File: config.mk
export PLATFORM = sky130hd
export DESIGN_NAME = alarm_list_and_daily_timer_flat
export DESIGN_NICKNAME = d
export VERILOG_FILES = /design/src/alm_pkg.sv /design/src/alm_req_if.sv /design/src/alm_rsp_if.sv /design/src/alm_store.sv /design/src/alm_daily.sv /design/src/alm_ctrl.sv /design/src/alarm_list_and_daily_timer.sv /design/src/flat_wrapper.sv
export VERILOG_INCLUDE_DIRS = /design/src /design/src/src
export SDC_FILE = /design/constraint.sdc
export NUM_CORES = 1
export LEC_CHECK = 0
export ABC_AREA = 1
export ABC_CLOCK_PERIOD_IN_PS = 5600
export BUFFER_PORTS_ARGS = -buffer_cell sky130_fd_sc_hd__buf_2
export CAP_MARGIN = 10
export CORE_MARGIN = 10
export CORE_UTILIZATION = 50
export CTS_BUF_LIST = sky130_fd_sc_hd__clkbuf_16
export DETAILED_ROUTE_END_ITERATION = 12
export GPL_ROUTABILITY_DRIVEN = 1
export GPL_TIMING_DRIVEN = 1
export PLACE_DENSITY = 0.67
export SYNTH_ARGS = -nofsm -noshare
export SYNTH_HDL_FRONTEND = slang
export SYNTH_SLANG_ARGS = --single-unit
File: constraint.sdc
create_clock -name clock -period 5.6 [get_ports clock]
set_input_delay 0 -clock clock [delete_from_list [all_inputs] [get_ports clock]]
set_output_delay 0 -clock clock [all_outputs]
set_load 0.005 [all_outputs]
File: src/alarm_list_and_daily_timer_macros.svh
// Assertion helpers used by the alarm unit controller (alm_ctrl).
`ifndef ALARM_LIST_AND_DAILY_TIMER_MACROS_SVH
`define ALARM_LIST_AND_DAILY_TIMER_MACROS_SVH

// Same-cycle implication.
`define ALM_ASSERT(label, clk, rst, ante, cons, msg) \
   label: assert property (@(posedge clk) disable iff (rst) (ante) |-> (cons)) \
      else $error(msg);

// Next-cycle implication.
`define ALM_ASSERT_NEXT(label, clk, rst, ante, cons, msg) \
   label: assert property (@(posedge clk) disable iff (rst) (ante) |=> (cons)) \
      else $error(msg);

`endif

File: src/alm_pkg.sv
package alm_pkg;

   localparam int MINUTE_W    = 11;
   localparam int DAY_W       = 9;
   localparam int CODE_W      = 8;
   localparam int REPLY_W     = 16;
   localparam int SLOT_IDX_W  = 8;
   localparam int ACTION_W    = 2;
   localparam int KIND_W      = 3;
   localparam int SLOT_W      = 3;
   localparam int CSR_INDEX_W = 3;
   localparam int CSR_DATA_W  = 11;

   localparam int ALARM_SLOTS_DEFAULT = 8;
   localparam int MAX_FIRES           = 8;
   localparam int FIRE_CNT_W          = 4;
   localparam logic [FIRE_CNT_W-1:0] FIRE_CNT_LAST = FIRE_CNT_W'(MAX_FIRES - 1);

   typedef enum logic [ACTION_W-1:0] {
      ACTION_TICK   = 2'd0,
      ACTION_ADD    = 2'd1,
      ACTION_REMOVE = 2'd2
   } action_type;

   typedef enum logic [KIND_W-1:0] {
      KIND_NONE     = 3'd0,
      KIND_ONE_SHOT = 3'd1,
      KIND_OPEN     = 3'd2,
      KIND_CLOSE    = 3'd3,
      KIND_ADDED    = 3'd4,
      KIND_FULL     = 3'd5,
      KIND_REMOVED  = 3'd6,
      KIND_IGNORED  = 3'd7
   } kind_type;

   localparam logic [CSR_INDEX_W-1:0] CSR_DAILY_ENABLE    = 3'd0;
   localparam logic [CSR_INDEX_W-1:0] CSR_REPEAT_EACH_DAY = 3'd1;
   localparam logic [CSR_INDEX_W-1:0] CSR_OPEN_MINUTE     = 3'd2;
   localparam logic [CSR_INDEX_W-1:0] CSR_OPEN_PRESENT    = 3'd3;
   localparam logic [CSR_INDEX_W-1:0] CSR_CLOSE_MINUTE    = 3'd4;
   localparam logic [CSR_INDEX_W-1:0] CSR_CLOSE_PRESENT   = 3'd5;

   typedef struct packed {
      logic [MINUTE_W-1:0] minute;
      logic [CODE_W-1:0]   action;
      logic [REPLY_W-1:0]  reply;
   } entry_type;

   typedef struct packed {
      kind_type            kind;
      logic [SLOT_W-1:0]   slot;
      logic [CODE_W-1:0]   fired_action;
      logic [REPLY_W-1:0]  fired_reply;
   } result_type;

   // daily alarm outcome of the item offered on the request channel
   typedef struct packed {
      logic fire_open;
      logic fire_close;
      logic active;
   } daily_type;

   typedef struct packed {
      logic eval;
      logic commit;
   } daily_ctrl_type;

endpackage

File: src/alm_req_if.sv
interface alm_req_if;
   logic                             valid;
   logic                             ready;
   logic [alm_pkg::ACTION_W-1:0]     action;
   logic                             clock_synced;
   logic [alm_pkg::MINUTE_W-1:0]     now_minute;
   logic [alm_pkg::DAY_W-1:0]        day_of_year;
   logic [alm_pkg::MINUTE_W-1:0]     alarm_minute;
   logic [alm_pkg::CODE_W-1:0]       alarm_action;
   logic [alm_pkg::REPLY_W-1:0]      alarm_reply;
   logic [alm_pkg::SLOT_IDX_W-1:0]   slot_index;

   modport source (
      output valid, action, clock_synced, now_minute, day_of_year,
             alarm_minute, alarm_action, alarm_reply, slot_index,
      input  ready
   );
   modport sink (
      input  valid, action, clock_synced, now_minute, day_of_year,
             alarm_minute, alarm_action, alarm_reply, slot_index,
      output ready
   );
endinterface

File: src/alm_rsp_if.sv
interface alm_rsp_if;
   logic                          valid;
   logic                          ready;
   logic [alm_pkg::KIND_W-1:0]    kind;
   logic [alm_pkg::SLOT_W-1:0]    slot;
   logic [alm_pkg::CODE_W-1:0]    fired_action;
   logic [alm_pkg::REPLY_W-1:0]   fired_reply;
   logic                          daily_active;
   logic                          last;

   modport source (
      output valid, kind, slot, fired_action, fired_reply, daily_active, last,
      input  ready
   );
   modport sink (
      input  valid, kind, slot, fired_action, fired_reply, daily_active, last,
      output ready
   );
endinterface

File: src/alm_store.sv
module alm_store #(
   parameter int ALARM_SLOTS = alm_pkg::ALARM_SLOTS_DEFAULT,
   localparam int AW = (ALARM_SLOTS > 1) ? $clog2(ALARM_SLOTS) : 1
) (
   input  logic                clock,
   input  logic                rd_en,
   input  logic [AW-1:0]       rd_addr,
   output alm_pkg::entry_type  rd_data,
   input  logic                wr_en,
   input  logic [AW-1:0]       wr_addr,
   input  alm_pkg::entry_type  wr_data
);

   alm_pkg::entry_type mem_ff [ALARM_SLOTS];
   alm_pkg::entry_type rd_data_ff;

   always_ff @(posedge clock) begin
      if (wr_en) begin
         mem_ff[wr_addr] <= wr_data;
      end
      if (rd_en) begin
         rd_data_ff <= mem_ff[rd_addr];
      end
   end

   assign rd_data = rd_data_ff;

endmodule

File: src/alm_daily.sv
module alm_daily (
   input  logic                                 clock,
   input  logic                                 reset,
   input  logic                                 csr_write_en,
   input  logic [alm_pkg::CSR_INDEX_W-1:0]      csr_index,
   input  logic [alm_pkg::CSR_DATA_W-1:0]       csr_data,
   input  alm_pkg::daily_ctrl_type              ctrl,
   input  logic [alm_pkg::MINUTE_W-1:0]         now_minute,
   input  logic [alm_pkg::DAY_W-1:0]            day_of_year,
   output alm_pkg::daily_type                   status
);

   logic                          enable_ff, enable_in;
   logic                          repeat_ff, repeat_in;
   logic [alm_pkg::MINUTE_W-1:0]  open_min_ff, open_min_in;
   logic                          open_pres_ff, open_pres_in;
   logic [alm_pkg::MINUTE_W-1:0]  close_min_ff, close_min_in;
   logic                          close_pres_ff, close_pres_in;
   logic                          open_valid_ff, open_valid_in;
   logic [alm_pkg::DAY_W-1:0]     open_day_ff, open_day_in;
   logic                          close_valid_ff, close_valid_in;
   logic [alm_pkg::DAY_W-1:0]     close_day_ff, close_day_in;
   logic                          completed_ff, completed_in;

   logic armed, open_today, close_today, fire_open, fire_close;
   logic open_settled, close_settled, complete_now;

   always_comb begin
      open_today  = open_valid_ff && (open_day_ff == day_of_year);
      close_today = close_valid_ff && (close_day_ff == day_of_year);
      armed       = enable_ff && !completed_ff && (open_pres_ff || close_pres_ff);
      fire_open   = ctrl.eval && armed && open_pres_ff && (open_min_ff == now_minute)
                    && !open_today;
      fire_close  = ctrl.eval && armed && close_pres_ff && (close_min_ff == now_minute)
                    && !close_today;
      open_settled  = !open_pres_ff || fire_open || open_today;
      close_settled = !close_pres_ff || fire_close || close_today;
      complete_now  = ctrl.eval && armed && !repeat_ff && open_settled && close_settled;

      status.fire_open  = fire_open;
      status.fire_close = fire_close;
      status.active     = enable_ff && !(completed_ff || complete_now);

      enable_in      = enable_ff;
      repeat_in      = repeat_ff;
      open_min_in    = open_min_ff;
      open_pres_in   = open_pres_ff;
      close_min_in   = close_min_ff;
      close_pres_in  = close_pres_ff;
      open_valid_in  = open_valid_ff;
      open_day_in    = open_day_ff;
      close_valid_in = close_valid_ff;
      close_day_in   = close_day_ff;
      completed_in   = completed_ff;

      if (ctrl.commit) begin
         if (fire_open) begin
            open_valid_in = 1'b1;
            open_day_in   = day_of_year;
         end
         if (fire_close) begin
            close_valid_in = 1'b1;
            close_day_in   = day_of_year;
         end
         if (complete_now) begin
            completed_in = 1'b1;
         end
      end

      if (csr_write_en) begin
         // any listed register clears the day marks; others are dropped
         unique case (csr_index)
            alm_pkg::CSR_DAILY_ENABLE:    enable_in     = csr_data[0];
            alm_pkg::CSR_REPEAT_EACH_DAY: repeat_in     = csr_data[0];
            alm_pkg::CSR_OPEN_MINUTE:     open_min_in   = csr_data;
            alm_pkg::CSR_OPEN_PRESENT:    open_pres_in  = csr_data[0];
            alm_pkg::CSR_CLOSE_MINUTE:    close_min_in  = csr_data;
            alm_pkg::CSR_CLOSE_PRESENT:   close_pres_in = csr_data[0];
            default: ;
         endcase
         if (csr_index <= alm_pkg::CSR_CLOSE_PRESENT) begin
            open_valid_in  = 1'b0;
            close_valid_in = 1'b0;
            completed_in   = 1'b0;
         end
      end
   end

   always_ff @(posedge clock) begin
      if (reset) begin
         enable_ff      <= 1'b0;
         repeat_ff      <= 1'b0;
         open_min_ff    <= '0;
         open_pres_ff   <= 1'b0;
         close_min_ff   <= '0;
         close_pres_ff  <= 1'b0;
         open_valid_ff  <= 1'b0;
         close_valid_ff <= 1'b0;
         completed_ff   <= 1'b0;
      end else begin
         enable_ff      <= enable_in;
         repeat_ff      <= repeat_in;
         open_min_ff    <= open_min_in;
         open_pres_ff   <= open_pres_in;
         close_min_ff   <= close_min_in;
         close_pres_ff  <= close_pres_in;
         open_valid_ff  <= open_valid_in;
         close_valid_ff <= close_valid_in;
         completed_ff   <= completed_in;
      end
      open_day_ff  <= open_day_in;
      close_day_ff <= close_day_in;
   end

endmodule

File: src/alm_ctrl.sv
`include "alarm_list_and_daily_timer_macros.svh"

module alm_ctrl #(
   parameter int ALARM_SLOTS = alm_pkg::ALARM_SLOTS_DEFAULT,
   localparam int AW = (ALARM_SLOTS > 1) ? $clog2(ALARM_SLOTS) : 1,
   localparam int CW = $clog2(ALARM_SLOTS + 1)
) (
   input  logic                     clock,
   input  logic                     reset,
   alm_req_if.sink                  req,
   alm_rsp_if.source                rsp,
   input  alm_pkg::daily_type       daily,
   output alm_pkg::daily_ctrl_type  daily_ctrl,
   output logic                     mem_rd_en,
   output logic [AW-1:0]            mem_rd_addr,
   input  alm_pkg::entry_type       mem_rd_data,
   output logic                     mem_wr_en,
   output logic [AW-1:0]            mem_wr_addr,
   output alm_pkg::entry_type       mem_wr_data
);

   typedef enum logic [4:0] {
      ST_IDLE    = 5'b00001,
      ST_WALK    = 5'b00010,
      ST_COMPACT = 5'b00100,
      ST_DAILY   = 5'b01000,
      ST_FLUSH   = 5'b10000
   } state_type;

   localparam logic [CW-1:0] SLOTS_C = CW'(ALARM_SLOTS);

   state_type                        state_ff, state_in;
   logic [CW-1:0]                    count_ff, count_in;
   logic [AW-1:0]                    ptr_ff, ptr_in;
   logic [CW-1:0]                    rp_ff, rp_in;
   logic [CW-1:0]                    wp_ff, wp_in;
   logic                             dv_ff, dv_in;
   logic [AW-1:0]                    di_ff, di_in;
   logic [ALARM_SLOTS-1:0]           mask_ff, mask_in;
   logic [alm_pkg::FIRE_CNT_W-1:0]   fcnt_ff, fcnt_in;
   logic                             tick_ff, tick_in;
   logic [alm_pkg::MINUTE_W-1:0]     now_ff, now_in;
   logic                             open_pend_ff, open_pend_in;
   logic                             close_pend_ff, close_pend_in;
   logic                             da_ff, da_in;
   logic                             pend_valid_ff, pend_valid_in;
   alm_pkg::result_type              pend_ff, pend_in;
   logic                             out_valid_ff, out_valid_in;
   alm_pkg::result_type              out_ff, out_in;
   logic                             out_last_ff, out_last_in;
   logic                             out_da_ff, out_da_in;

   logic                 out_free, gen_ok, gen, flush, hit, last_fire;
   alm_pkg::result_type  gen_res, none_res;

   assign req.ready = (state_ff == ST_IDLE);
   assign out_free  = !out_valid_ff || rsp.ready;
   assign gen_ok    = !pend_valid_ff || out_free;
   assign hit       = (mem_rd_data.minute == now_ff);
   assign last_fire = hit && (fcnt_ff == alm_pkg::FIRE_CNT_LAST);

   assign daily_ctrl.eval   = (req.action == alm_pkg::ACTION_TICK) && req.clock_synced;
   assign daily_ctrl.commit = req.valid && req.ready && daily_ctrl.eval;

   always_comb begin
      none_res = '{kind: alm_pkg::KIND_NONE, slot: '0, fired_action: '0, fired_reply: '0};

      state_in      = state_ff;
      count_in      = count_ff;
      ptr_in        = ptr_ff;
      rp_in         = rp_ff;
      wp_in         = wp_ff;
      dv_in         = dv_ff;
      di_in         = di_ff;
      mask_in       = mask_ff;
      fcnt_in       = fcnt_ff;
      tick_in       = tick_ff;
      now_in        = now_ff;
      open_pend_in  = open_pend_ff;
      close_pend_in = close_pend_ff;
      da_in         = da_ff;
      pend_valid_in = pend_valid_ff;
      pend_in       = pend_ff;
      out_valid_in  = out_valid_ff;
      out_in        = out_ff;
      out_last_in   = out_last_ff;
      out_da_in     = out_da_ff;

      mem_rd_en   = 1'b0;
      mem_rd_addr = ptr_ff;
      mem_wr_en   = 1'b0;
      mem_wr_addr = AW'(wp_ff);
      mem_wr_data = mem_rd_data;
      gen         = 1'b0;
      gen_res     = none_res;
      flush       = 1'b0;

      unique case (state_ff)
         ST_IDLE: begin
            if (req.valid) begin
               da_in         = daily.active;
               now_in        = req.now_minute;
               open_pend_in  = daily.fire_open;
               close_pend_in = daily.fire_close;
               tick_in       = (req.action == alm_pkg::ACTION_TICK);
               mask_in       = '0;
               fcnt_in       = '0;
               rp_in         = '0;
               wp_in         = '0;
               dv_in         = 1'b0;
               unique case (req.action)
                  alm_pkg::ACTION_TICK: begin
                     if (!req.clock_synced) begin
                        state_in = ST_FLUSH;
                     end else if (count_ff != '0) begin
                        // walk from the top slot down
                        mem_rd_en   = 1'b1;
                        mem_rd_addr = AW'(count_ff - CW'(1));
                        ptr_in      = AW'(count_ff - CW'(1));
                        state_in    = ST_WALK;
                     end else begin
                        state_in = ST_DAILY;
                     end
                  end
                  alm_pkg::ACTION_ADD: begin
                     pend_valid_in = 1'b1;
                     state_in      = ST_FLUSH;
                     if (count_ff < SLOTS_C) begin
                        mem_wr_en   = 1'b1;
                        mem_wr_addr = AW'(count_ff);
                        mem_wr_data = '{minute: req.alarm_minute, action: req.alarm_action,
                                        reply: req.alarm_reply};
                        count_in    = count_ff + CW'(1);
                        pend_in     = '{kind: alm_pkg::KIND_ADDED,
                                        slot: alm_pkg::SLOT_W'(count_ff),
                                        fired_action: '0, fired_reply: '0};
                     end else begin
                        pend_in = '{kind: alm_pkg::KIND_FULL, slot: '0,
                                    fired_action: '0, fired_reply: '0};
                     end
                  end
                  alm_pkg::ACTION_REMOVE: begin
                     pend_valid_in = 1'b1;
                     if (32'(req.slot_index) < 32'(count_ff)) begin
                        mask_in  = ALARM_SLOTS'(1) << AW'(req.slot_index);
                        pend_in  = '{kind: alm_pkg::KIND_REMOVED,
                                     slot: alm_pkg::SLOT_W'(req.slot_index),
                                     fired_action: '0, fired_reply: '0};
                        state_in = ST_COMPACT;
                     end else begin
                        pend_in  = '{kind: alm_pkg::KIND_IGNORED, slot: '0,
                                     fired_action: '0, fired_reply: '0};
                        state_in = ST_FLUSH;
                     end
                  end
                  default: begin
                     pend_valid_in = 1'b1;
                     pend_in       = '{kind: alm_pkg::KIND_IGNORED, slot: '0,
                                       fired_action: '0, fired_reply: '0};
                     state_in      = ST_FLUSH;
                  end
               endcase
            end
         end

         ST_WALK: begin
            // hold the read data while a fired result cannot be staged
            if (!hit || gen_ok) begin
               if (hit) begin
                  gen              = 1'b1;
                  gen_res          = '{kind: alm_pkg::KIND_ONE_SHOT,
                                       slot: alm_pkg::SLOT_W'(ptr_ff),
                                       fired_action: mem_rd_data.action,
                                       fired_reply: mem_rd_data.reply};
                  mask_in[ptr_ff]  = 1'b1;
                  fcnt_in          = fcnt_ff + alm_pkg::FIRE_CNT_W'(1);
               end
               if (ptr_ff == '0 || last_fire) begin
                  state_in = (hit || fcnt_ff != '0) ? ST_COMPACT : ST_DAILY;
               end else begin
                  mem_rd_en   = 1'b1;
                  mem_rd_addr = ptr_ff - AW'(1);
                  ptr_in      = ptr_ff - AW'(1);
               end
            end
         end

         ST_COMPACT: begin
            // read ahead and write kept entries down to the write pointer
            if (rp_ff < count_ff) begin
               mem_rd_en   = 1'b1;
               mem_rd_addr = AW'(rp_ff);
               rp_in       = rp_ff + CW'(1);
               dv_in       = 1'b1;
               di_in       = AW'(rp_ff);
            end else begin
               dv_in = 1'b0;
            end
            if (dv_ff && !mask_ff[di_ff]) begin
               mem_wr_en   = 1'b1;
               mem_wr_addr = AW'(wp_ff);
               mem_wr_data = mem_rd_data;
               wp_in       = wp_ff + CW'(1);
            end
            if (!dv_ff && rp_ff == count_ff) begin
               count_in = wp_ff;
               state_in = tick_ff ? ST_DAILY : ST_FLUSH;
            end
         end

         ST_DAILY: begin
            if (open_pend_ff) begin
               if (gen_ok) begin
                  gen          = 1'b1;
                  gen_res      = '{kind: alm_pkg::KIND_OPEN, slot: '0,
                                   fired_action: '0, fired_reply: '0};
                  open_pend_in = 1'b0;
               end
            end else if (close_pend_ff) begin
               if (gen_ok) begin
                  gen           = 1'b1;
                  gen_res       = '{kind: alm_pkg::KIND_CLOSE, slot: '0,
                                    fired_action: '0, fired_reply: '0};
                  close_pend_in = 1'b0;
               end
            end else begin
               state_in = ST_FLUSH;
            end
         end

         ST_FLUSH: begin
            if (out_free) begin
               flush    = 1'b1;
               state_in = ST_IDLE;
            end
         end

         default: state_in = ST_IDLE;
      endcase

      // output register: one staged result trails the newest so the final one
      // can carry last
      if (rsp.ready) begin
         out_valid_in = 1'b0;
      end
      if (flush) begin
         out_valid_in  = 1'b1;
         out_in        = pend_valid_ff ? pend_ff : none_res;
         out_last_in   = 1'b1;
         out_da_in     = da_ff;
         pend_valid_in = 1'b0;
      end else if (gen) begin
         if (pend_valid_ff) begin
            out_valid_in = 1'b1;
            out_in       = pend_ff;
            out_last_in  = 1'b0;
            out_da_in    = da_ff;
         end
         pend_in       = gen_res;
         pend_valid_in = 1'b1;
      end
   end

   always_ff @(posedge clock) begin
      if (reset) begin
         state_ff      <= ST_IDLE;
         count_ff      <= '0;
         rp_ff         <= '0;
         wp_ff         <= '0;
         dv_ff         <= 1'b0;
         fcnt_ff       <= '0;
         open_pend_ff  <= 1'b0;
         close_pend_ff <= 1'b0;
         pend_valid_ff <= 1'b0;
         out_valid_ff  <= 1'b0;
      end else begin
         state_ff      <= state_in;
         count_ff      <= count_in;
         rp_ff         <= rp_in;
         wp_ff         <= wp_in;
         dv_ff         <= dv_in;
         fcnt_ff       <= fcnt_in;
         open_pend_ff  <= open_pend_in;
         close_pend_ff <= close_pend_in;
         pend_valid_ff <= pend_valid_in;
         out_valid_ff  <= out_valid_in;
      end
      ptr_ff      <= ptr_in;
      di_ff       <= di_in;
      mask_ff     <= mask_in;
      tick_ff     <= tick_in;
      now_ff      <= now_in;
      da_ff       <= da_in;
      pend_ff     <= pend_in;
      out_ff      <= out_in;
      out_last_ff <= out_last_in;
      out_da_ff   <= out_da_in;
   end

   assign rsp.valid        = out_valid_ff;
   assign rsp.kind         = out_ff.kind;
   assign rsp.slot         = out_ff.slot;
   assign rsp.fired_action = out_ff.fired_action;
   assign rsp.fired_reply  = out_ff.fired_reply;
   assign rsp.daily_active = out_da_ff;
   assign rsp.last         = out_last_ff;

   `ALM_ASSERT(a_idle_no_pend, clock, reset, state_ff == ST_IDLE, !pend_valid_ff, "staged result left over in idle")
   `ALM_ASSERT(a_count_bound, clock, reset, 1'b1, count_ff <= SLOTS_C, "alarm count above slot count")
   `ALM_ASSERT(a_walk_ptr, clock, reset, state_ff == ST_WALK, 32'(ptr_ff) < 32'(count_ff), "walk pointer past list end")
   `ALM_ASSERT(a_compact_order, clock, reset, mem_wr_en && state_ff == ST_COMPACT, wp_ff < rp_ff, "compaction write overtook read")
   `ALM_ASSERT_NEXT(a_flush_last, clock, reset, state_ff == ST_FLUSH && out_free, out_valid_ff && out_last_ff, "final result not marked last")

endmodule

File: src/alarm_list_and_daily_timer.sv
// Alarm unit: a compacted list of one-shot alarms plus one daily open/close alarm.
// Requests arrive on req_bus (tick, add, remove); every request yields one or more
// transfers on rsp_bus, the final one flagged by last. The user must write registers
// on the csr_ port only while the unit is idle; the unit itself does not enforce it.
// A write to a listed csr_ register clears the daily day marks. With n = alarms in
// the list and f = one-shots that fire: add, remove of a missing slot and unsynced
// tick go straight to the result; remove runs a compaction pass; a synced tick walks
// the n alarms from the top down, stopping early at the eighth fire, then runs a
// compaction pass when f > 0 and gives the daily results and a final transfer.
// The slot store has a single read port: the walk reads one slot per cycle while
// each fired result can be staged, and compaction reads one entry per cycle and writes each kept one down.
// A new request is taken once the previous one has handed its last result to the
// output register, even while that register still waits for the receiver.
// When the receiver stalls, at most one result sits in the output register and one
// in the staging register; the walk holds until they drain.
// Synchronous reset empties the list, clears the registers and day marks; store
// contents are not cleared, since slots above the count are never read.
module alarm_list_and_daily_timer #(
   parameter int ALARM_SLOTS = alm_pkg::ALARM_SLOTS_DEFAULT
) (
   input  logic                              clock,
   input  logic                              reset,
   alm_req_if.sink                           req_bus,
   alm_rsp_if.source                         rsp_bus,
   input  logic                              csr_write_en,
   input  logic [alm_pkg::CSR_INDEX_W-1:0]   csr_index,
   input  logic [alm_pkg::CSR_DATA_W-1:0]    csr_data
);

   localparam int AW = (ALARM_SLOTS > 1) ? $clog2(ALARM_SLOTS) : 1;

   alm_pkg::daily_type       daily;
   alm_pkg::daily_ctrl_type  daily_ctrl;
   logic                     mem_rd_en, mem_wr_en;
   logic [AW-1:0]            mem_rd_addr, mem_wr_addr;
   alm_pkg::entry_type       mem_rd_data, mem_wr_data;

   alm_daily u_daily (
      .clock        (clock),
      .reset        (reset),
      .csr_write_en (csr_write_en),
      .csr_index    (csr_index),
      .csr_data     (csr_data),
      .ctrl         (daily_ctrl),
      .now_minute   (req_bus.now_minute),
      .day_of_year  (req_bus.day_of_year),
      .status       (daily)
   );

   alm_store #(.ALARM_SLOTS(ALARM_SLOTS)) u_store (
      .clock   (clock),
      .rd_en   (mem_rd_en),
      .rd_addr (mem_rd_addr),
      .rd_data (mem_rd_data),
      .wr_en   (mem_wr_en),
      .wr_addr (mem_wr_addr),
      .wr_data (mem_wr_data)
   );

   alm_ctrl #(.ALARM_SLOTS(ALARM_SLOTS)) u_ctrl (
      .clock       (clock),
      .reset       (reset),
      .req         (req_bus),
      .rsp         (rsp_bus),
      .daily       (daily),
      .daily_ctrl  (daily_ctrl),
      .mem_rd_en   (mem_rd_en),
      .mem_rd_addr (mem_rd_addr),
      .mem_rd_data (mem_rd_data),
      .mem_wr_en   (mem_wr_en),
      .mem_wr_addr (mem_wr_addr),
      .mem_wr_data (mem_wr_data)
   );

endmodule
File: src/flat_wrapper.sv
// flat-port wrapper written by rule: the top's interface ports become plain ports
module alarm_list_and_daily_timer_flat 
#(
   parameter int ALARM_SLOTS = alm_pkg::ALARM_SLOTS_DEFAULT
)
  (clock, reset, csr_write_en, csr_index, csr_data, req_bus_valid, req_bus_action, req_bus_clock_synced, req_bus_now_minute, req_bus_day_of_year, req_bus_alarm_minute, req_bus_alarm_action, req_bus_alarm_reply, req_bus_slot_index, req_bus_ready, rsp_bus_valid, rsp_bus_kind, rsp_bus_slot, rsp_bus_fired_action, rsp_bus_fired_reply, rsp_bus_daily_active, rsp_bus_last, rsp_bus_ready);
  alm_req_if req_bus_i ();
  alm_rsp_if rsp_bus_i ();
  input  logic clock;
  input  logic reset;
  input  logic csr_write_en;
  input  logic [alm_pkg::CSR_INDEX_W-1:0] csr_index;
  input  logic [alm_pkg::CSR_DATA_W-1:0] csr_data;
  input wire logic [$bits(req_bus_i.valid)-1:0] req_bus_valid;
  input wire logic [$bits(req_bus_i.action)-1:0] req_bus_action;
  input wire logic [$bits(req_bus_i.clock_synced)-1:0] req_bus_clock_synced;
  input wire logic [$bits(req_bus_i.now_minute)-1:0] req_bus_now_minute;
  input wire logic [$bits(req_bus_i.day_of_year)-1:0] req_bus_day_of_year;
  input wire logic [$bits(req_bus_i.alarm_minute)-1:0] req_bus_alarm_minute;
  input wire logic [$bits(req_bus_i.alarm_action)-1:0] req_bus_alarm_action;
  input wire logic [$bits(req_bus_i.alarm_reply)-1:0] req_bus_alarm_reply;
  input wire logic [$bits(req_bus_i.slot_index)-1:0] req_bus_slot_index;
  output wire logic [$bits(req_bus_i.ready)-1:0] req_bus_ready;
  output wire logic [$bits(rsp_bus_i.valid)-1:0] rsp_bus_valid;
  output wire logic [$bits(rsp_bus_i.kind)-1:0] rsp_bus_kind;
  output wire logic [$bits(rsp_bus_i.slot)-1:0] rsp_bus_slot;
  output wire logic [$bits(rsp_bus_i.fired_action)-1:0] rsp_bus_fired_action;
  output wire logic [$bits(rsp_bus_i.fired_reply)-1:0] rsp_bus_fired_reply;
  output wire logic [$bits(rsp_bus_i.daily_active)-1:0] rsp_bus_daily_active;
  output wire logic [$bits(rsp_bus_i.last)-1:0] rsp_bus_last;
  input wire logic [$bits(rsp_bus_i.ready)-1:0] rsp_bus_ready;
  assign req_bus_i.valid = req_bus_valid;
  assign req_bus_i.action = req_bus_action;
  assign req_bus_i.clock_synced = req_bus_clock_synced;
  assign req_bus_i.now_minute = req_bus_now_minute;
  assign req_bus_i.day_of_year = req_bus_day_of_year;
  assign req_bus_i.alarm_minute = req_bus_alarm_minute;
  assign req_bus_i.alarm_action = req_bus_alarm_action;
  assign req_bus_i.alarm_reply = req_bus_alarm_reply;
  assign req_bus_i.slot_index = req_bus_slot_index;
  assign req_bus_ready = req_bus_i.ready;
  assign rsp_bus_valid = rsp_bus_i.valid;
  assign rsp_bus_kind = rsp_bus_i.kind;
  assign rsp_bus_slot = rsp_bus_i.slot;
  assign rsp_bus_fired_action = rsp_bus_i.fired_action;
  assign rsp_bus_fired_reply = rsp_bus_i.fired_reply;
  assign rsp_bus_daily_active = rsp_bus_i.daily_active;
  assign rsp_bus_last = rsp_bus_i.last;
  assign rsp_bus_i.ready = rsp_bus_ready;
  alarm_list_and_daily_timer #(.ALARM_SLOTS(ALARM_SLOTS)) u_core (.clock(clock), .reset(reset), .req_bus(req_bus_i), .rsp_bus(rsp_bus_i), .csr_write_en(csr_write_en), .csr_index(csr_index), .csr_data(csr_data));
endmodule
==> results of run 1 <==
-- cell usage in the layout (no fill, tap or decap), types with 3 or more instances in the layout --
| cell | instances |
|---|---|
| a211oi_1 | 6 |
| a21oi_1 | 43 |
| a31oi_1 | 9 |
| buf_2 | 118 |
| buf_4 | 19 |
| clkbuf_16 | 53 |
| clkinv_1 | 16 |
| clkinv_2 | 7 |
| dfxtp_1 | 86 |
| dlygate4sd3_1 | 67 |
| edfxtp_1 | 391 |
| ha_1 | 19 |
| inv_1 | 376 |
| inv_2 | 5 |
| nand2_1 | 484 |
| nand3_1 | 223 |
| nand3b_1 | 109 |
| nand4_1 | 16 |
| nor2_1 | 118 |
| nor2_2 | 3 |
| nor2_4 | 10 |
| nor3_1 | 12 |
| nor4_1 | 11 |
| o211ai_1 | 4 |
| o21ai_0 | 112 |
| o221ai_1 | 3 |
| o22ai_1 | 36 |
| or2_2 | 7 |
| xnor2_1 | 8 |
| xor2_1 | 10 |
-- critical path: stages (launching register included) --
cell and delay (ps):
dfxtp_1 340, nor2_2 200, nand4_2 280, nor2_4 560, inv_2 220, nor2_4 140, inv_2 100, o21ai_0 770
inv_1 410, nor2_4 720, buf_4 360
-- worst min path at each step --
stage                                     start                                endpoint  cells after the start
after floorplan                           reset  u_core.u_ctrl.count_ff[2]$_SDFFE_PP0P_                      1
after global placement    req_bus_now_minute[9]       u_core.u_ctrl.now_ff[9]$_DFFE_PP_                      1
after detailed placement  req_bus_now_minute[9]       u_core.u_ctrl.now_ff[9]$_DFFE_PP_                      1
after CTS                 req_bus_slot_index[6]  u_core.u_ctrl.state_ff[2]$_SDFFE_PP0P_                      6
after global routing      req_bus_slot_index[7]  u_core.u_ctrl.state_ff[2]$_SDFFE_PP0P_                      6
final                     req_bus_slot_index[6]  u_core.u_ctrl.state_ff[2]$_SDFFE_PP0P_                      6
-- logic make-up after synthesis --
family                     synth area share
AOI/OAI and AO/OA                    0.0605
and+or+nand+nor                       0.214
DFF                                   0.623
adders and majority gates            0.0110
buffers and inverters                0.0848
xor gates and xnor gates            0.00729
-- area by class of cell --
cell class,count,area share
tap,585,0.0293
multi-input combinational,1272,0.258
inverter,366,0.0550
clock inverter,42,0.00871
clock buffer,53,0.0531
sequential,477,0.539
timing repair buffer,205,0.0570
-- power groups by stage --
stage               clock, W  combinational (W)  sequential (W)
detailed placement         0            0.00494         0.00465
global placement           0            0.00485         0.00465
finish               0.00312            0.00497         0.00458
global route         0.00331            0.00563         0.00460
floorplan                  0            0.00369         0.00460
CTS                  0.00318            0.00501         0.00458
-- layer usage --
layer | routed length, um | share of wire | track usage
met4 | 1860 | 0.034 | 0.0804
met5 | 0 | 0 | 0
met3 | 3280 | 0.060 | 0.0370
met1 | 23200 | 0.42 | 0.257
met2 | 26700 | 0.48 | 0.348
-- metrics by stage --
stage          power [W]  std cells
3_5_place_dp     0.00959       2838
5_1_grt           0.0135       3000
4_1_cts           0.0128       3000
3_3_place_gp     0.00949       2838
2_1_floorplan    0.00829       2203
6_report          0.0127       3000
-- sequential cells by signal (all words and copies together), names as in the netlist, 4 cells and up --
name and count:
u_core.u_store.mem_ff 280, u_core.u_store.rd_data 35, u_core.u_ctrl.pend_ff 30, u_core.u_ctrl.rsp.fired_reply 16, u_core.u_ctrl.now_ff 11, u_core.u_daily.close_min_ff 11, u_core.u_daily.open_min_ff 11, u_core.u_daily.close_day_ff 9
u_core.u_daily.open_day_ff 9, u_core.u_ctrl.mask_ff 8, u_core.u_ctrl.rsp.fired_action 8, u_core.u_ctrl.state_ff 5, u_core.u_ctrl.count_ff 4, u_core.u_ctrl.fcnt_ff 4, u_core.u_ctrl.rp_ff 4, u_core.u_ctrl.wp_ff 4
-- timing repair --
action	4_1_cts	5_1_grt
resized for setup	0	0
hold endpoints to repair	148	0
hold buffers	67	0
==> flow_summary.toml, run 1 <==
[run_status]
outcome = "finished clean"

[grt]
grt_max_degree = 141
grt-ovfl-total = 0
grtUsageTotal = 0.206
grt_pass1_wl_mm = 86.4
grt_pass1_vias = 15800
antenna_found_initial = 0

[sta]
rsz0062_at_grt = "false"
relSlewSlack = 0.256
worst_slew_pin_slew_ps = 1110
fin_ws_ps = 1160
clock.fmax_mhz = 225
report.final.hold_viol_count = 0
period_needed_ps = 4440
maxSlewViolCount = 0
setup_tns_ps = 0
fin_hold_ws_ps = 28.9
finalSetupViolations = 0
fin_worst_skew_ps = 21.4
finalCritPeriodShare = 0.793

[logic_synthesis]
seq_area_frac_synth = 0.623
syn-instance-count = 2203
synth_top_flop_cell = "edfxtp_1"
synth_edf_count = 391
synth_cell_type_count = 47
synthArstFlopShare = 0
synth_most_common_cell = "nand2_1"
synthesis.area_mm2 = 0.0216
synth_warnings = 0
synth_nets = 2307
synth_top_cell_by_area = "edfxtp_1"
syn_avg_cell_area_um2 = 9.82
synth_top_area_frac = 0.543
synth_area_leaders = "edfxtp_1 (54%), nand2_1 (8.4%), dfxtp_1 (8.0%)"
yosys_register_bits = 477
synthTopCellsByCount = "nand2_1 (484), edfxtp_1 (391), inv_1 (359)"

[route]
drcViolationCount = 0
wl_per_cell_um = 18.4
drt-total-wl_mm = 55.1
vias_per_cell = 5.32
drt-pass1-iter-count = 6
vias = 16000
drt_iter0_drc = 1342
detail-route-antenna-nets = 0

[critical_path]
cp_max_fo = 22
r2r_slack_ps = 1160
critPathKind = "register to register"
worst_r2r_path_depth = 10
end_kind = "register"
worstPathRequired_ps = 5880
crit_start = "u_core.u_ctrl.state_ff[2]$_SDFFE_PP0P_"
start_kind = "register"
worstReg2RegEnd = "u_core.u_store.mem_ff[5][2]$_DFFE_PP_"
worstPathArrival_ps = 4720
endpoint = "u_core.u_store.mem_ff[5][2]$_DFFE_PP_"
r2r-start = "u_core.u_ctrl.state_ff[2]$_SDFFE_PP0P_"

[layout]
multi_input_area_mm2 = 0.00645
area_growth_pct = 15.5
seq_area_mm2 = 0.0135
nFillCells = 3621
num-nets-final = 2477
drive_gt1_frac = 0.0986
post-route-util = 0.583
diodes = 0
final_area_mm2 = 0.0250

[placement]
place_worst_setup_slack_ps = 1130
placed_area_mm2 = 0.0228
place.port_buffers = 118
dp_hpwl_mm = 33.7
gp_congestion = 0.911

[die]
coreArea_mm2 = 0.0429
die_h_um = 228
fp-row-count = 76
dieArea_mm2 = 0.0520
die_x_um = 228
ioPinCount = 119
start_util = 0.504

[job]
maxCapViolations = 0

[pwr]
sw_frac_of_total = 0.398
ir_drop_mv = 0.523
combPwrFrac = 0.392
sequentialPowerShare = 0.362
p_leak_nw = 10.3
powerDensity_mw_per_mm2 = 507
switchingPower_w = 0.00505
clkPwrFrac = 0.246
p_int_w = 0.00763

[clocking]
cts_setup_buffers = 0
cts_buffers = 51
cts_tree = "yes"
h-tree-depth = 2
cts-root-buf = "clkbuf_16"
path_clk_slew_ps = 60
ctsLongestPathBuffers = 3
cts_sinks = 477
insertion_delay_ps = 600

[worst_hold_path]
hp-class = "primary input to register"
(Power assumes the default switching activity.)
==> run 2: changes to the inputs <==
- ABC_AREA: 1 -> 0
- ABC_CLOCK_PERIOD_IN_PS: 5600 -> 3830
- PLACE_DENSITY: 0.67 -> 0.7
- clock period: 5.6 -> 3.83 ns (I/O delays scaled with it)
==> flow_summary.toml, run 2 <==
[run_status]
outcome = "finished clean"

[sta]
fin_hold_ws_ps = 60.6
finalSetupViolations = 0
rsz0062_at_grt = "false"
worst_slew_pin_slew_ps = 978
finalCritPeriodShare = 0.886
fin_worst_skew_ps = 18.2
period_needed_ps = 3390
report.final.hold_viol_count = 0
clock.fmax_mhz = 295
maxSlewViolCount = 0
relSlewSlack = 0.348

[route]
drt_iter0_drc = 942
vias_per_cell = 5.59
drt-total-wl_mm = 46.2
drt-pass1-iter-count = 5
drcViolationCount = 0
vias = 12400
detail-route-antenna-nets = 0
wl_per_cell_um = 20.8

[logic_synthesis]
synth_top_flop_cell = "edfxtp_1"
seq_area_frac_synth = 0.679
yosys.area_share.simple = 0.0988
synthesis.area_mm2 = 0.0198
syn_avg_cell_area_um2 = 13.9
synth_edf_count = 391
synthArstFlopShare = 0
synthMuxAreaShare = 0.0780
synthTopCellsByCount = "edfxtp_1 (391), nand2_1 (184), mux2i_1 (149)"
synth_top_area_frac = 0.592
synthAdderAreaFrac = 0.0120
synth_top_family_by_area = "simple AND/OR/NAND/NOR gates"
syn-instance-count = 1432
synth_most_common_cell = "edfxtp_1"
synth_compound_area_frac = 0.0838
synth_cell_type_count = 65
yosys_register_bits = 477
synth_nets = 1536
synth-xor-area-share = 0.0260
synth_warnings = 0
synth_area_leaders = "edfxtp_1 (59%), dfxtp_1 (8.7%), mux2i_1 (7.5%)"
synth_top_cell_by_area = "edfxtp_1"

[placement]
gp_congestion = 0.888
dp_hpwl_mm = 28.5
place.port_buffers = 118

[die]
start_util = 0.510
die_h_um = 219
die_x_um = 219
coreArea_mm2 = 0.0389
ioPinCount = 119
dieArea_mm2 = 0.0480
fp-row-count = 72

[pwr]
p_total_w = 0.0161
powerDensity_mw_per_mm2 = 681
ir_drop_mv = 0.614
p_leak_nw = 8.69

[clocking]
cts_setup_buffers = 0
cts_sinks = 477
h-tree-depth = 2
cts-root-buf = "clkbuf_16"
post_cts_resized = 0
cts_tree = "yes"
path_clk_slew_ps = 60
cts_buffers = 49
ctsLongestPathBuffers = 3
insertion_delay_ps = 580

[layout]
final_cell_mix = "edfxtp_1 (391), nand2_1 (183), mux2i_1 (149)"
largest_register_ffs = 280
diodes = 0
nFillCells = 2940
drive_gt1_frac = 0.150
post-route-util = 0.607
area_growth_pct = 19.0
regMostFlops = "u_core.u_store.mem_ff"
layout_commonest_cell = "edfxtp_1"
multi_input_area_mm2 = 0.00601
seq_area_mm2 = 0.0135
num-nets-final = 1771

[worst_hold_path]
hp-class = "primary input to register"
worstHoldStart = "reset"

[critical_path]
cp_max_fo = 29
r2r_slack_ps = 440
end_kind = "register"
crit_start = "u_core.u_ctrl.count_ff[3]$_SDFFE_PP0P_"
worstPathRequired_ps = 4170
worstPathArrival_ps = 3730
start_kind = "register"
r2r-start = "u_core.u_ctrl.count_ff[3]$_SDFFE_PP0P_"
critPathKind = "register to register"

[grt]
antenna_found_initial = 0
grt_max_degree = 49
grt-ovfl-total = 0
grt_pass1_wl_mm = 71.4
grt_pass1_vias = 12500
grtUsageTotal = 0.191

[job]
maxCapViolations = 0
## run 2: cell types whose count changed after synthesis, sizes merged, moves of 90 or more
| cell | before | now |
|---|---|---|
| inv | 364 | 17 |
| nand2 | 487 | 184 |
| nand3 | 225 | 11 |
| mux2i | 0 | 149 |
| nand3b | 109 | 8 |
| a22o | 0 | 94 |
| o21ai | 114 | 24 |
## run 2: report_power, final
group | switching, W | leakage, nW | internal, W | total [W]
registers | 0.000176 | 4.22 | 0.00627 | 0.00645
clock network | 0.00192 | 0.809 | 0.00254 | 0.00446
logic | 0.00295 | 3.65 | 0.00222 | 0.00516
## run 2: repair_timing
item | CTS | global route
hold endpoints to repair | 358 | 0
hold buffers | 85 | 0
setup endpoints to repair | 0 | 0
## run 2: critical path: stages, from the launching register on
cell and delay (ps):
dfxtp_1 450, inv_1 130, ha_1 360, a21oi_1 160, nand3_1 270, nor3_1 270
and4b_1 260, a21oi_4 220, buf_12 270, buf_12 260, mux2i_1 260, a22o_1 170
nor2_1 40
## run 2: through the flow
stage          setup TNS, ps  cell area [um2]  std cells  setup slack (ps)
5_1_grt                    0            23600       2224               205
3_3_place_gp               0            21200       2049               571
3_5_place_dp               0            21200       2049               480
6_report                   0            23600       2224               438
4_1_cts                    0            23600       2224               450
2_1_floorplan         -52230            19800       1432              -200
## run 2: path summary, 6_finish.rpt
path,end,cells after the start
worst min-delay path,u_core.u_daily.repeat_ff$_SDFFE_PP0P_,2
worst max register to register,u_core.u_store.rd_data[15]$_DFFE_PP_,12
worst min register to register,u_core.u_ctrl.rsp.last$_SDFFE_PP1P_,1
worst max-delay path,u_core.u_store.rd_data[15]$_DFFE_PP_,12
## run 2: metal layers
layer,wire length (um),global-route usage,share of wire
met5,0,0,0
met4,1050,0.0577,0.023
met3,2840,0.0330,0.061
met2,22200,0.313,0.48
met1,20100,0.256,0.44
## run 2: logic make-up (layout without fill, tap and decap cells)
group                      Yosys count  after routing
muxes                              152            152
AOI/OAI and AO/OA                  225            225
adders and majority gates           19             19
xor gates and xnor gates            59             59
DFF                                477            477
buffers and inverters               84            358
and+or+nand+nor                    416            416
## run 2: final cells by class
cell class              count  share of cell area
clock buffers              49              0.0519
repair buffers            249              0.0804
multi-input cells         871               0.254
flip-flops and latches    477               0.570
well taps                 518              0.0274
clock inverters            41              0.0127
inverters                  19             0.00302
